<file path="config.mk">
export PLATFORM = sky130hd
export DESIGN_NAME = serial_tx_command_framer_core
export DESIGN_NICKNAME = d
export VERILOG_FILES = /design/src/rtl/stcf_pkg.sv /design/src/rtl/stcf_parser.sv /design/src/rtl/stcf_out_reg.sv /design/src/rtl/serial_tx_command_framer_core.sv
export SDC_FILE = /design/constraint.sdc
export NUM_CORES = 1
export LEC_CHECK = 0
export ABC_AREA = 1
export BUFFER_PORTS_ARGS = -buffer_cell sky130_fd_sc_hd__clkbuf_2
export CAP_MARGIN = 20
export CORE_MARGIN = 3
export CORE_UTILIZATION = 40
export DETAILED_ROUTE_END_ITERATION = 8
export PLACE_DENSITY = 0.63
export SETUP_SLACK_MARGIN = 0.2
export SLEW_MARGIN = 20
export SYNTH_ARGS = -nofsm -noshare
export SYNTH_HDL_FRONTEND = slang
export SYNTH_SLANG_ARGS = --single-unit
</file>
<file path="constraint.sdc">
create_clock -name clk -period 2.1 [get_ports clk]
set_input_delay 0.21 -clock clk [delete_from_list [all_inputs] [get_ports clk]]
set_output_delay 0.21 -clock clk [all_outputs]
set_load 0.05 [all_outputs]
</file>
<file path="src/rtl/stcf_pkg.sv">
`timescale 1ns / 1ps

package stcf_pkg;

    localparam int LINE_CAP = 10;
    localparam int FILL_W   = $clog2(LINE_CAP + 1);

    localparam logic [7:0] CH_CR   = 8'h0D;
    localparam logic [7:0] CH_LF   = 8'h0A;
    localparam logic [7:0] CH_T    = 8'h54;
    localparam logic [7:0] CH_X    = 8'h58;
    localparam logic [7:0] CH_ZERO = 8'h30;
    localparam logic [7:0] CH_NINE = 8'h39;

    localparam logic [2:0] RESP_NONE  = 3'd0;
    localparam logic [2:0] RESP_CLEAR = 3'd1;
    localparam logic [2:0] RESP_ER001 = 3'd2;
    localparam logic [2:0] RESP_ER002 = 3'd3;
    localparam logic [2:0] RESP_OK    = 3'd4;

    localparam logic [1:0] MODE_RX_ONLY = 2'd0;
    localparam logic [1:0] MODE_TX_ONLY = 2'd1;
    localparam logic [1:0] MODE_RX_TX   = 2'd2;
    localparam logic [1:0] MODE_RESET   = MODE_RX_TX;

    typedef struct packed {
        logic       payload_valid;
        logic [7:0] payload_byte;
        logic [2:0] response;
        logic       request_tx;
    } result_t;

endpackage

</file>
<file path="src/rtl/stcf_parser.sv">
`timescale 1ns / 1ps

module stcf_parser
    import stcf_pkg::*;
(
    input  logic          clk,
    input  logic          rst_n,
    input  logic          accept,
    input  logic [7:0]    in_byte,
    input  logic [1:0]    link_mode,
    output logic          res_valid,
    output result_t       res
);

    localparam logic PH_CMD     = 1'b0;
    localparam logic PH_PAYLOAD = 1'b1;

    logic              phase_reg, phase_next;
    logic [FILL_W-1:0] fill_reg, fill_next;
    logic              prev_cr_reg, prev_cr_next;
    logic              t_first_reg, t_first_next;
    logic              tx_prefix_reg, tx_prefix_next;
    logic [7:0]        len_reg, len_next;
    logic              len_run_reg, len_run_next;
    logic [7:0]        total_reg, total_next;
    logic [7:0]        seen_reg, seen_next;

    logic              tx_allowed;
    logic              is_digit;
    logic [7:0]        digit;
    logic [7:0]        len_step;
    logic [FILL_W-1:0] fill_inc;
    logic [7:0]        seen_inc;
    logic              crlf;

    assign tx_allowed = (link_mode == MODE_TX_ONLY) || (link_mode == MODE_RX_TX);
    assign is_digit   = (in_byte >= CH_ZERO) && (in_byte <= CH_NINE);
    assign digit      = in_byte - CH_ZERO;
    assign len_step   = {len_reg[4:0], 3'b000} + {len_reg[6:0], 1'b0} + digit;
    assign fill_inc   = fill_reg + {{(FILL_W-1){1'b0}}, 1'b1};
    assign seen_inc   = seen_reg + 8'd1;
    assign crlf       = (fill_reg != '0) && prev_cr_reg && (in_byte == CH_LF);

    always_comb
    begin
        phase_next     = phase_reg;
        fill_next      = fill_reg;
        prev_cr_next   = prev_cr_reg;
        t_first_next   = t_first_reg;
        tx_prefix_next = tx_prefix_reg;
        len_next       = len_reg;
        len_run_next   = len_run_reg;
        total_next     = total_reg;
        seen_next      = seen_reg;
        res_valid      = 1'b0;
        res            = '0;

        if (accept)
        begin
            unique case (phase_reg)
                PH_PAYLOAD:
                begin
                    res_valid         = 1'b1;
                    res.payload_valid = 1'b1;
                    res.payload_byte  = in_byte;
                    seen_next         = seen_inc;
                    if (seen_inc == total_reg)
                    begin
                        res.response = RESP_OK;
                        res.request_tx = tx_allowed;
                        phase_next   = PH_CMD;
                        seen_next    = '0;
                    end
                end
                PH_CMD:
                begin
                    fill_next    = fill_inc;
                    prev_cr_next = (in_byte == CH_CR);
                    if (fill_reg == FILL_W'(0))
                        t_first_next = (in_byte == CH_T);
                    if (fill_reg == FILL_W'(1))
                        tx_prefix_next = t_first_reg && (in_byte == CH_X);
                    if (fill_reg == FILL_W'(2))
                    begin
                        len_run_next = is_digit;
                        len_next     = is_digit ? digit : 8'd0;
                    end
                    else if ((fill_reg == FILL_W'(3)) || (fill_reg == FILL_W'(4)))
                    begin
                        if (len_run_reg && is_digit)
                            len_next = len_step;
                        else
                            len_run_next = 1'b0;
                    end

                    if (crlf)
                    begin
                        fill_next = '0;
                        if (fill_reg == FILL_W'(1))
                        begin
                            res_valid    = 1'b1;
                            res.response = RESP_CLEAR;
                        end
                        else if (tx_prefix_reg)
                        begin
                            seen_next = '0;
                            if (len_reg == 8'd0)
                            begin
                                total_next     = '0;
                                res_valid      = 1'b1;
                                res.response   = RESP_OK;
                                res.request_tx = tx_allowed;
                            end
                            else
                            begin
                                total_next = len_reg;
                                phase_next = PH_PAYLOAD;
                            end
                        end
                        else
                        begin
                            res_valid    = 1'b1;
                            res.response = RESP_ER001;
                        end
                    end
                    else if (fill_inc >= FILL_W'(LINE_CAP))
                    begin
                        fill_next    = '0;
                        res_valid    = 1'b1;
                        res.response = RESP_ER002;
                    end
                end
                default:
                begin
                    phase_next = PH_CMD;
                end
            endcase
        end
    end

    always_ff @(posedge clk or negedge rst_n)
    begin
        if (!rst_n)
        begin
            phase_reg     <= PH_CMD;
            fill_reg      <= '0;
            prev_cr_reg   <= 1'b0;
            t_first_reg   <= 1'b0;
            tx_prefix_reg <= 1'b0;
            len_run_reg   <= 1'b0;
            total_reg     <= '0;
            seen_reg      <= '0;
        end
        else
        begin
            phase_reg     <= phase_next;
            fill_reg      <= fill_next;
            prev_cr_reg   <= prev_cr_next;
            t_first_reg   <= t_first_next;
            tx_prefix_reg <= tx_prefix_next;
            len_run_reg   <= len_run_next;
            total_reg     <= total_next;
            seen_reg      <= seen_next;
        end
    end

    always_ff @(posedge clk)
    begin
        len_reg <= len_next;
    end

endmodule

</file>
<file path="src/rtl/stcf_out_reg.sv">
`timescale 1ns / 1ps

module stcf_out_reg
    import stcf_pkg::*;
(
    input  logic    clk,
    input  logic    rst_n,
    input  logic    load,
    input  result_t res,
    input  logic    out_stall,
    output logic    out_valid,
    output logic    hold,
    output result_t word
);

    logic    valid_reg, valid_next;
    result_t word_reg;

    assign hold = valid_reg && out_stall;

    always_comb
    begin
        if (load)
            valid_next = 1'b1;
        else if (!out_stall)
            valid_next = 1'b0;
        else
            valid_next = valid_reg;
    end

    always_ff @(posedge clk or negedge rst_n)
    begin
        if (!rst_n)
            valid_reg <= 1'b0;
        else
            valid_reg <= valid_next;
    end

    always_ff @(posedge clk)
    begin
        if (load)
            word_reg <= res;
    end

    assign out_valid = valid_reg;
    assign word      = word_reg;

endmodule

</file>
<file path="src/rtl/serial_tx_command_framer_core.sv">
`timescale 1ns / 1ps

// Terminal command framer: takes one byte per cycle and answers in the next cycle.
// The parser handles each byte combinationally; its result word (if any) lands in
// an output register the cycle after acceptance; a new byte is taken every cycle
// unless a finished word waits under out_stall. Command lines of up to LINE_CAP
// bytes are tracked with a few flags and a running length, so no clearing pass is
// needed after reset. A CR LF line answers CLEAR, a TX line with a decimal length
// enters payload phase (length 0 gives OK at once), other lines answer ER001 and a
// full unterminated line answers ER002. Payload bytes are passed out one word each;
// the last one carries OK and a transmit request when link_mode permits. link_mode
// must be written through the cfg port while idle; the block does not enforce it.

module serial_tx_command_framer_core
    import stcf_pkg::*;
(
    input  logic       clk,
    input  logic       rst_n,
    input  logic       in_valid,
    output logic       in_stall,
    input  logic [7:0] in_byte,
    output logic       out_valid,
    input  logic       out_stall,
    output logic       payload_valid,
    output logic [7:0] payload_byte,
    output logic [2:0] response,
    output logic       request_tx,
    input  logic       cfg_valid,
    output logic       cfg_ready,
    input  logic [1:0] link_mode
);

    logic [1:0] link_mode_reg;
    logic       accept;
    logic       res_valid;
    logic       hold;
    result_t    res;
    result_t    word;

    assign cfg_ready = 1'b1;
    assign in_stall  = hold;
    assign accept    = in_valid && !hold;

    always_ff @(posedge clk or negedge rst_n)
    begin
        if (!rst_n)
            link_mode_reg <= MODE_RESET;
        else if (cfg_valid && cfg_ready)
            link_mode_reg <= link_mode;
    end

    stcf_parser u_parser
    (
        .clk       (clk),
        .rst_n     (rst_n),
        .accept    (accept),
        .in_byte   (in_byte),
        .link_mode (link_mode_reg),
        .res_valid (res_valid),
        .res       (res)
    );

    stcf_out_reg u_out
    (
        .clk       (clk),
        .rst_n     (rst_n),
        .load      (accept && res_valid),
        .res       (res),
        .out_stall (out_stall),
        .out_valid (out_valid),
        .hold      (hold),
        .word      (word)
    );

    assign payload_valid = word.payload_valid;
    assign payload_byte  = word.payload_byte;
    assign response      = word.response;
    assign request_tx    = word.request_tx;

    a_req_only_ok: assert property (@(posedge clk) disable iff (!rst_n)
        out_valid && request_tx |-> response == RESP_OK)
        else $error("transmit request without OK");

    a_cmd_word_has_resp: assert property (@(posedge clk) disable iff (!rst_n)
        out_valid && !payload_valid |-> response != RESP_NONE && payload_byte == 8'd0)
        else $error("empty command word");

    a_resp_range: assert property (@(posedge clk) disable iff (!rst_n)
        out_valid |-> response <= RESP_OK)
        else $error("response code out of range");

    a_no_req_rx_only: assert property (@(posedge clk) disable iff (!rst_n)
        in_valid && !in_stall && link_mode_reg == MODE_RX_ONLY |=> !(out_valid && request_tx))
        else $error("transmit request in receive only mode");

endmodule
</file>
## Word-level counts from Yosys, hierarchy flattened

Cells that the tools add are included.
Widths: inputs -> output; s select.

| storage, ports and cells | value |
|---|---|
| register bits | 49 |
| input bits | 15 |
| output and inout bits | 16 |
| word-level logic and storage cells | 106 |

| cells by class | value |
|---|---|
| $add $sub $neg | 5 |
| magnitude comparators | 3 |
| equal/unequal tests | 16 |
| mux-type cells | 41 |
| bitwise operators | 2 |
| reductions and logical operators | 24 |

Operators with widths:

| operator | count |
|---|---|
| $mux 8 | 9 |
| $mux 1 | 19 |
| $add 8x8->8 | 2 |
| $eq 8x4->1 const B | 2 |
| $eq 8x7->1 const B | 2 |
| $mux 4 | 4 |
| $pmux 8 s2 | 1 |
| $reduce_and 4->1 | 3 |
| $mux 3 | 3 |
| $mux 9 | 1 |
| $add 8x1->8 const B | 1 |
| $eq 4x2->1 const B | 2 |
| $eq 8x8->1 | 1 |
| $ge 8x6->1 const B | 1 |
| $le 8x6->1 const B | 1 |
| $logic_and 1x1->1 | 8 |
| $logic_not 8->1 | 1 |
| $ne 2x1->1 const B | 4 |
| $pmux 4 s2 | 1 |
| $sub 8x6->8 const B | 1 |
| $reduce_and 3->1 | 2 |
| $reduce_and 5->1 | 1 |
| $add 4x1->4 const B | 1 |
| $eq 4x1->1 const B | 1 |
| 14 further kinds | 19 |

## Longest topological paths before layout

Gate-level depths: netlist of the first run.

| logic depth | value |
|---|---|
| depth in word-level cells | 9 |
| depth in mapped cells | 12 |
| gate-level depth less buffers | 12 |

## Modules after synthesis

A second synthesis of the first run with hierarchy kept.

| unflattened totals | value |
|---|---|
| cell total of the unflattened synthesis | 380 |
| area, all modules | 3066.7 um2 |

By module, submodules not included:

| module | times used | cells an instance | area an instance (um2) |
|---|---|---|---|
| stcf_parser | 1 | 346 | 2528.7 |
| stcf_out_reg | 1 | 18 | 430.4 |
| serial_tx_command_framer_core | 1 | 16 | 107.6 |

## Worst setup path after synthesis of the first run

No wires, ideal clock.

| timing path | value |
|---|---|
| path type | flip-flop to flip-flop |
| start point | register u_parser.len_reg[0] |
| end point | register u_parser.len_reg[6], data pin |
| setup time | 0.259 ns |
| arrival time | 1.839 ns |
| data required time | 1.841 ns |
| path slack | 0.002 ns |
| stages on the path, launching flop included | 11 |
| path buffers | 0 |
| clock period less this slack | 2.098 ns |
| cells stage by stage | edfxtp_1 -> inv_1 -> fa_1 -> inv_1 -> fa_1 -> nand2_1 -> nand2_1 -> a21oi_1 -> inv_1 -> o21ai_0 -> a21oi_1 |

| between the ends | value |
|---|---|
| longest elaborated chain between the ends | 5 |

RTL lines:

| what | line | RTL |
|---|---|---|
| start: declaration | stcf_parser.sv:23 | `logic [7:0] len_reg, len_next;` |
| start signal: assignment | stcf_parser.sv:169 | `len_reg <= len_next;` |
| $add 8x8->8 (2 in series) | stcf_parser.sv:39 | `assign len_step = {len_reg[4:0], 3'b000} + {len_reg[6:0], 1'b0} + digit;` |
| $mux 8 | stcf_parser.sv:90 | `if (len_run_reg && is_digit)` |
| $mux 8 | stcf_parser.sv:88 | `else if ((fill_reg == FILL_W'(3)) \|\| (fill_reg == FILL_W'(4)))` |
| $mux 8 | stcf_parser.sv:83 | `if (fill_reg == FILL_W'(2))` |

No other way between the ends. The select of a mux whose other input is x is not followed.
A chain may end at the register's enable or synchronous reset.

## Final worst setup path of the first run

Same ends and word-level chain as after synthesis.

==> impl_metrics.yaml, run 1 <==
routing:
  drt_first_pass_iters: 4
  drt-initial-drc-count: 147
  finalWirelength_um: 6953
  detail_route.drc_violations: 0
  route.vias.total: 2553
  avgViaCountPerCell: 4.844
  drt.antenna.violating_nets: 0
  post_drt_wl_per_cell_um: 13.19
outcome:
  violations: "setup timing"
  outcome: "finished with violations"
logic_synthesis:
  synth_cells: 368
  synth_flop_cell: "sky130_fd_sc_hd__dfrtp_1"
  yosys.area_share.simple_pct: 25.79
  synth.ff_latch_count: 49
  dominant_combinational_cell_family_by_area_after_synthesis: "simple AND/OR/NAND/NOR gates"
  synth_xor_area_share_pct: 2.282
  yosysUniqueCellTypes: 37
  synth_enable_flop_cells: 21
  synth_mux_area_share_pct: 0.7335
  yosysSeqAreaShare_pct: 43.40
  synth_area_um2: 3070
  compound_gate_fraction_of_synth_area_pct: 8.720
  yosysWarnings: 0
  ys_async_sr_fraction_pct: 57.14
  synth_area_leader: "sky130_fd_sc_hd__dfrtp_1"
  synth.area.top_cells: "sky130_fd_sc_hd__dfrtp_1 (22%), sky130_fd_sc_hd__edfxtp_1 (21%), sky130_fd_sc_hd__nand2_1 (12%)"
  adder_and_majority_gate_portion_of_the_synthesized_area_pct: 9.780
  synth_top_cell_area_share_pct: 22.00
  post_synth.cell_area_avg_um2: 8.344
  synth_nets: 404
timing:
  timing.slew.headroom_pct: 51.14
  finClkSkew_ns: 0.01399
  rsz0062_at_grt: "true"
  fin_crit_sh_pct: 102.4
  achievable-frequency_mhz: 464.9
  setup_tns_ns: -0.06605
  timing.final.hold_violations: 0
  post-route-worst-setup-slack_ns: -0.05105
  finalWorstPathRequiredPeriod_ns: 2.151
  timing_worst_slew_pin_value_ns: 0.7329
  fin_hold_ws_ns: 0.1363
  finalSetupViolCount: 2
  drv_slew: 0
layout:
  area_growth_syn_to_layout_pct: 25.75
  drive_above_1_share_pct: 30.37
  largest_register_ff_count: 13
  n_antenna_cell: 0
  layout.nets: 463
  final.fill_count: 671
die:
  core_area_um2: 7331
  pin_count: 31
  die-area_um2: 8764
  die_width_um: 93.62
  initial_core_util_pct: 41.88
  core.rowCount: 31
  die-height_um: 93.62
placement:
  numPortBuffers: 29
  dpl.hpwl_um: 5167
  finalWeightedCongestion: 0.8698
cts:
  cts.root.buffer_cell: "sky130_fd_sc_hd__clkbuf_8"
  clk_pin_slew_worst_paths_ns: 0.10
  numClockSinks: 49
  clock_insertion_delay_worst_skew_ns: 0.31
  h-tree-depth: 2
  clock_path_buffers: 2
  cts_tree: "done"
  cts_made_buffers: 5
worst_setup_path:
  path_class: "register to register"
  cp_data_arrival_time_ns: 2.21
  critPathMaxFanout: 2
  data_required_time_of_the_worst_path_ns: 2.16
  worstSetupStartpointType: "register"
  timing.critical_path.to_type: "register"
pwr:
  power.density_nw_per_um2: 889.4
  power.leakage_nw: 1.859
  vdd.ir_drop.worst_v: 0.0003714
global_route:
  antenna_found_initial: 0
  grt_start_max_net_pins: 29
  overflow: 0
  first_global_vias: 2505
  grt_util_all_layers_pct: 16.26
  grt_pass1_wl_um: 11320
min_path:
  worstHoldPathType: "input port to register"
job:
  max_cap_viol_count: 0
[path summary, 6_finish.rpt]
| kind | from | to | slack [ns] | cells after the start |
|---|---|---|---|---|
| worst max-delay path | u_parser.len_reg[0] | u_parser.len_reg[6] | -0.05 | 10 |
| worst min-delay path | link_mode[0] | link_mode_reg[0] | 0.14 | 2 |
| worst max register to register | u_parser.len_reg[0] | u_parser.len_reg[6] | -0.05 | 10 |
| worst min register to register | u_parser.total_reg[2] | u_parser.total_reg[2] | 0.50 | 2 |
| max in group asynchronous | rst_n | u_parser.fill_reg[0] | 1.11 | 2 |
| min in group asynchronous | rst_n | u_parser.tx_prefix_reg | 0.48 | 2 |
[cell families after synthesis]
logic type      Yosys count
simple gates            176
buf+inv                  70
flops                    49
compound gates           41
fa+ha+maj                21
xor+xnor                  8
mux                       2
other cells               1
[layer usage]
metal	GRT usage [%]	wire length (um)	part of all wire (%)
met2	26.98	3419	49
met5	0	0	0
met4	4.693	74	1.1
met1	21.67	3230	46
met3	3.057	229	3.3
[through the flow]
stage	cells	instance area, um^2	power [mW]	util, %	setup WS (ns)
global route	527	3861	3.642	52.67	-0.1446
detailed placement	507	3497	2.412	47.70	-0.09814
finish	527	3861	3.434	52.67	-0.05105
global placement	507	3497	2.376	47.70	-0.05508
CTS	521	3694	3.296	50.38	-0.01690
floorplan	368	3133	2.082	-	0.08477
[where the power goes]
group / internal (mW) / total, mW / leakage, nW / switching [mW]
registers: 1.16 / 1.23 / 0.571 / 0.0757
logic: 0.562 / 1.39 / 1.22 / 0.827
clock network: 0.473 / 0.811 / 0.0681 / 0.337
[cell type report]
cell class                 instances  area [um^2]  share of cell area, %
tap                               99        123.9                  3.208
timing repair buffer              57        399.1                  10.34
sequential                        49         1335                  34.58
clock inverter                     3        65.06                  1.685
multi-input combinational        249         1625                  42.09
inverter                          65        244.0                  6.319
clock buffer                       5        68.82                  1.782
[cell usage in the layout, fill, tap and decap left out, types with 9 or more instances in the layout]
cell type,count
sky130_fd_sc_hd__inv_1,55
sky130_fd_sc_hd__o21ai_2,10
sky130_fd_sc_hd__buf_4,22
sky130_fd_sc_hd__inv_2,9
sky130_fd_sc_hd__nor2_1,27
sky130_fd_sc_hd__nand2_1,88
sky130_fd_sc_hd__edfxtp_1,21
sky130_fd_sc_hd__nand3_1,21
sky130_fd_sc_hd__clkbuf_2,29
sky130_fd_sc_hd__dfrtp_1,25
sky130_fd_sc_hd__ha_1,10
[timing repair]
item,4_1_cts,5_1_grt
resized for setup,8,25
buffers inserted,5,5
setup endpoints to repair,36,45
hold endpoints to repair,27,0
hold buffers,1,0
pin swaps,11,8
cloned,0,1
[synthesized netlist by cell type (3+ instances only)]
| library cell | number |
|---|---|
| sky130_fd_sc_hd__o22ai_1 | 5 |
| sky130_fd_sc_hd__a21oi_1 | 6 |
| sky130_fd_sc_hd__xnor2_1 | 5 |
| sky130_fd_sc_hd__xor2_1 | 3 |
| sky130_fd_sc_hd__o21ai_2 | 9 |
| sky130_fd_sc_hd__fa_1 | 5 |
| sky130_fd_sc_hd__nand3b_1 | 3 |
| sky130_fd_sc_hd__nand2_1 | 95 |
| sky130_fd_sc_hd__nor2_1 | 31 |
| sky130_fd_sc_hd__o41ai_1 | 3 |
| sky130_fd_sc_hd__dfrtp_1 | 27 |
| sky130_fd_sc_hd__o21ai_0 | 13 |
| sky130_fd_sc_hd__ha_1 | 16 |
| sky130_fd_sc_hd__nand3_1 | 23 |
| sky130_fd_sc_hd__nor2_2 | 7 |
| sky130_fd_sc_hd__edfxtp_1 | 21 |
| sky130_fd_sc_hd__inv_1 | 62 |
| sky130_fd_sc_hd__nand4_1 | 5 |
| sky130_fd_sc_hd__nor3_1 | 4 |
| sky130_fd_sc_hd__nand3_2 | 3 |
[critical path: stages (launching register included)]
cell and delay, ns:
sky130_fd_sc_hd__edfxtp_1 0.39, sky130_fd_sc_hd__inv_2 0.06, sky130_fd_sc_hd__fa_1 0.52, sky130_fd_sc_hd__inv_2 0.07
sky130_fd_sc_hd__fa_2 0.34, sky130_fd_sc_hd__nand2_2 0.07, sky130_fd_sc_hd__nand2_1 0.06, sky130_fd_sc_hd__a21oi_2 0.13
sky130_fd_sc_hd__inv_1 0.07, sky130_fd_sc_hd__o21ai_1 0.13, sky130_fd_sc_hd__a21oi_1 0.05
Power figures use the tool's default switching activity.
==> run 2, diff against run 1 <==
--- a/config.mk
+++ b/config.mk
@@ -13,6 +13,7 @@
 export DETAILED_ROUTE_END_ITERATION = 8
 export PLACE_DENSITY = 0.63
 export SETUP_SLACK_MARGIN = 0.2
+export SKIP_CTS_REPAIR_TIMING = 1
 export SLEW_MARGIN = 20
 export SYNTH_ARGS = -nofsm -noshare
 export SYNTH_HDL_FRONTEND = slang
==> run 2 against run 1 <==
  * The run still ends with setup timing left
  * Count of clock-buffer cells in the layout stayed put
  * Sequential power is essentially flat
  * Critical path type unchanged
  * Non-clock buffer count is 1 higher
  * Fmax up 0.66%
  * Highest routed layer unchanged
  * Power fell by 0.86%
  * Cell area up 0.84%
  * Combinational power is essentially flat
  * Clock skew fell by 0.0035 ns
  * Die area is the same
  * First-iteration DRC count decreased by 12%
==> impl_metrics.yaml, run 2 (synthesized netlist as in run 1, its figures left out) <==
placement:
  numPortBuffers: 29
  post_placement_cell_area_um2: 3497
  finalWeightedCongestion: 0.8698
  dpl.hpwl_um: 5167
  detailedPlace.worstSlack_ns: -0.09814
global_route:
  grt_start_max_net_pins: 29
  overflow: 0
  first_global_vias: 2472
  antenna_found_initial: 0
  grt_util_all_layers_pct: 16.09
  grt_pass1_wl_um: 11190
routing:
  drt_first_pass_iters: 4
  drt.antenna.violating_nets: 0
  drt-initial-drc-count: 129
  post_drt_wl_per_cell_um: 13.41
  avgViaCountPerCell: 4.964
  detail_route.drc_violations: 0
  route.vias.total: 2626
  finalWirelength_um: 7096
layout:
  multiInputGateArea_um2: 1660
  post_route_cell_area_um2: 3894
  final.fill_count: 665
  n_antenna_cell: 0
  largest_register_ff_count: 13
  mostFrequentLayoutCells: "sky130_fd_sc_hd__nand2_1 (87), sky130_fd_sc_hd__inv_1 (54), sky130_fd_sc_hd__clkbuf_2 (29), sky130_fd_sc_hd__nor2_1 (27), sky130_fd_sc_hd__buf_4 (26)"
  layout.cells.most_common: "sky130_fd_sc_hd__nand2_1"
  area_growth_syn_to_layout_pct: 26.81
  sequential_cell_area_um2: 1336
  layout.nets: 465
  drive_above_1_share_pct: 31.63
timing:
  fin_hold_ws_ns: 0.1378
  drv_slew: 0
  post-route-worst-setup-slack_ns: -0.03701
  setup_tns_ns: -0.03701
  achievable-frequency_mhz: 467.9
  timing.final.hold_violations: 0
  timing.slew.headroom_pct: 50.73
  finalWorstPathRequiredPeriod_ns: 2.137
  finClkSkew_ns: 0.01052
  rsz0062_at_grt: "true"
  fin_crit_sh_pct: 101.8
  timing_worst_slew_pin_value_ns: 0.7390
  finalSetupViolCount: 1
die:
  initial_core_util_pct: 41.88
  die_width_um: 93.62
  core.rowCount: 31
  die-area_um2: 8764
  pin_count: 31
  core_area_um2: 7331
  die-height_um: 93.62
cts:
  cts_tree: "done"
  cts_made_buffers: 5
  h-tree-depth: 2
  clock_insertion_delay_worst_skew_ns: 0.31
  clock_path_buffers: 2
  cts.root.buffer_cell: "sky130_fd_sc_hd__clkbuf_8"
  clk_pin_slew_worst_paths_ns: 0.10
  numClockSinks: 49
job:
  max_cap_viol_count: 0
pwr:
  power.leakage_nw: 1.849
  vdd.ir_drop.worst_v: 0.0003554
  total_power_mw: 3.405
  power.density_nw_per_um2: 874.4
worst_setup_path:
  path_class: "register to register"
  r2r_cells: 10
  setup.reg_to_reg.worst_slack_ns: -0.04
  data_required_time_of_the_worst_path_ns: 2.16
  r2r-start: "u_parser.len_reg[0]"
  timing.critical_path.to_type: "register"
  cp_data_arrival_time_ns: 2.20
  worstSetupStartpointType: "register"
  r2r_end: "u_parser.len_reg[6]"
  critPathMaxFanout: 2
min_path:
  worstHoldPathType: "input port to register"
  min_delay_worst_endpoint: "link_mode_reg[0]"
  min_delay_path_depth: 2
  min_from: "link_mode[0]"
outcome:
  violations: "setup timing"
  outcome: "finished with violations"
[run 2: critical path, stage by stage, from the launching register on]
cell and delay, ns:
sky130_fd_sc_hd__edfxtp_1 0.38, sky130_fd_sc_hd__inv_2 0.06, sky130_fd_sc_hd__fa_1 0.54, sky130_fd_sc_hd__inv_2 0.07, sky130_fd_sc_hd__fa_2 0.35, sky130_fd_sc_hd__nand2_2 0.08
sky130_fd_sc_hd__nand2_2 0.05, sky130_fd_sc_hd__a21oi_2 0.12, sky130_fd_sc_hd__inv_1 0.07, sky130_fd_sc_hd__o21ai_1 0.12, sky130_fd_sc_hd__a21oi_1 0.05
[run 2: layout make-up]
type / instances / area share [%]
multi-input combinational: 250 / 42.64
sequential: 49 / 34.32
timing repair buffer: 58 / 10.15
inverter: 65 / 6.266
tap: 99 / 3.181
clock buffer: 5 / 1.767
clock inverter: 3 / 1.671
[run 2: through the flow]
step,util [%],instances
global route,53.11,529
finish,53.11,529
floorplan,-,368
CTS,49.53,515
global placement,47.70,507
detailed placement,47.70,507
[run 2: how the worst max path moves through the flow]
stage                   startpoint             endpoint  slack, ns
2_1_floorplan  u_parser.len_reg[1]  u_parser.len_reg[7]       0.08
3_3_place_gp            in_byte[4]  u_parser.len_reg[7]      -0.06
3_5_place_dp            in_byte[4]  u_parser.len_reg[7]       -0.1
4_1_cts        u_parser.len_reg[0]  u_parser.len_reg[7]      -0.08
5_1_grt        u_parser.len_reg[0]  u_parser.len_reg[6]      -0.14
6_report       u_parser.len_reg[0]  u_parser.len_reg[6]      -0.04
[run 2: layer usage]
metal,part of all wire [%],vias to the layer above,routed length (um),track usage (%)
met5,0,-,0,0
met4,1.3,0,89,4.693
met3,3.2,11,225,3.057
met2,49,52,3459,26.50
met1,47,1259,3321,21.56
li1,-,1304,-,-
[run 2: where the power goes]
part           switching, mW  internal, mW  total [mW]
clock                  0.332         0.473       0.806
sequential            0.0843          1.16        1.24
combinational          0.815         0.541        1.36
total                   1.23          2.17        3.40
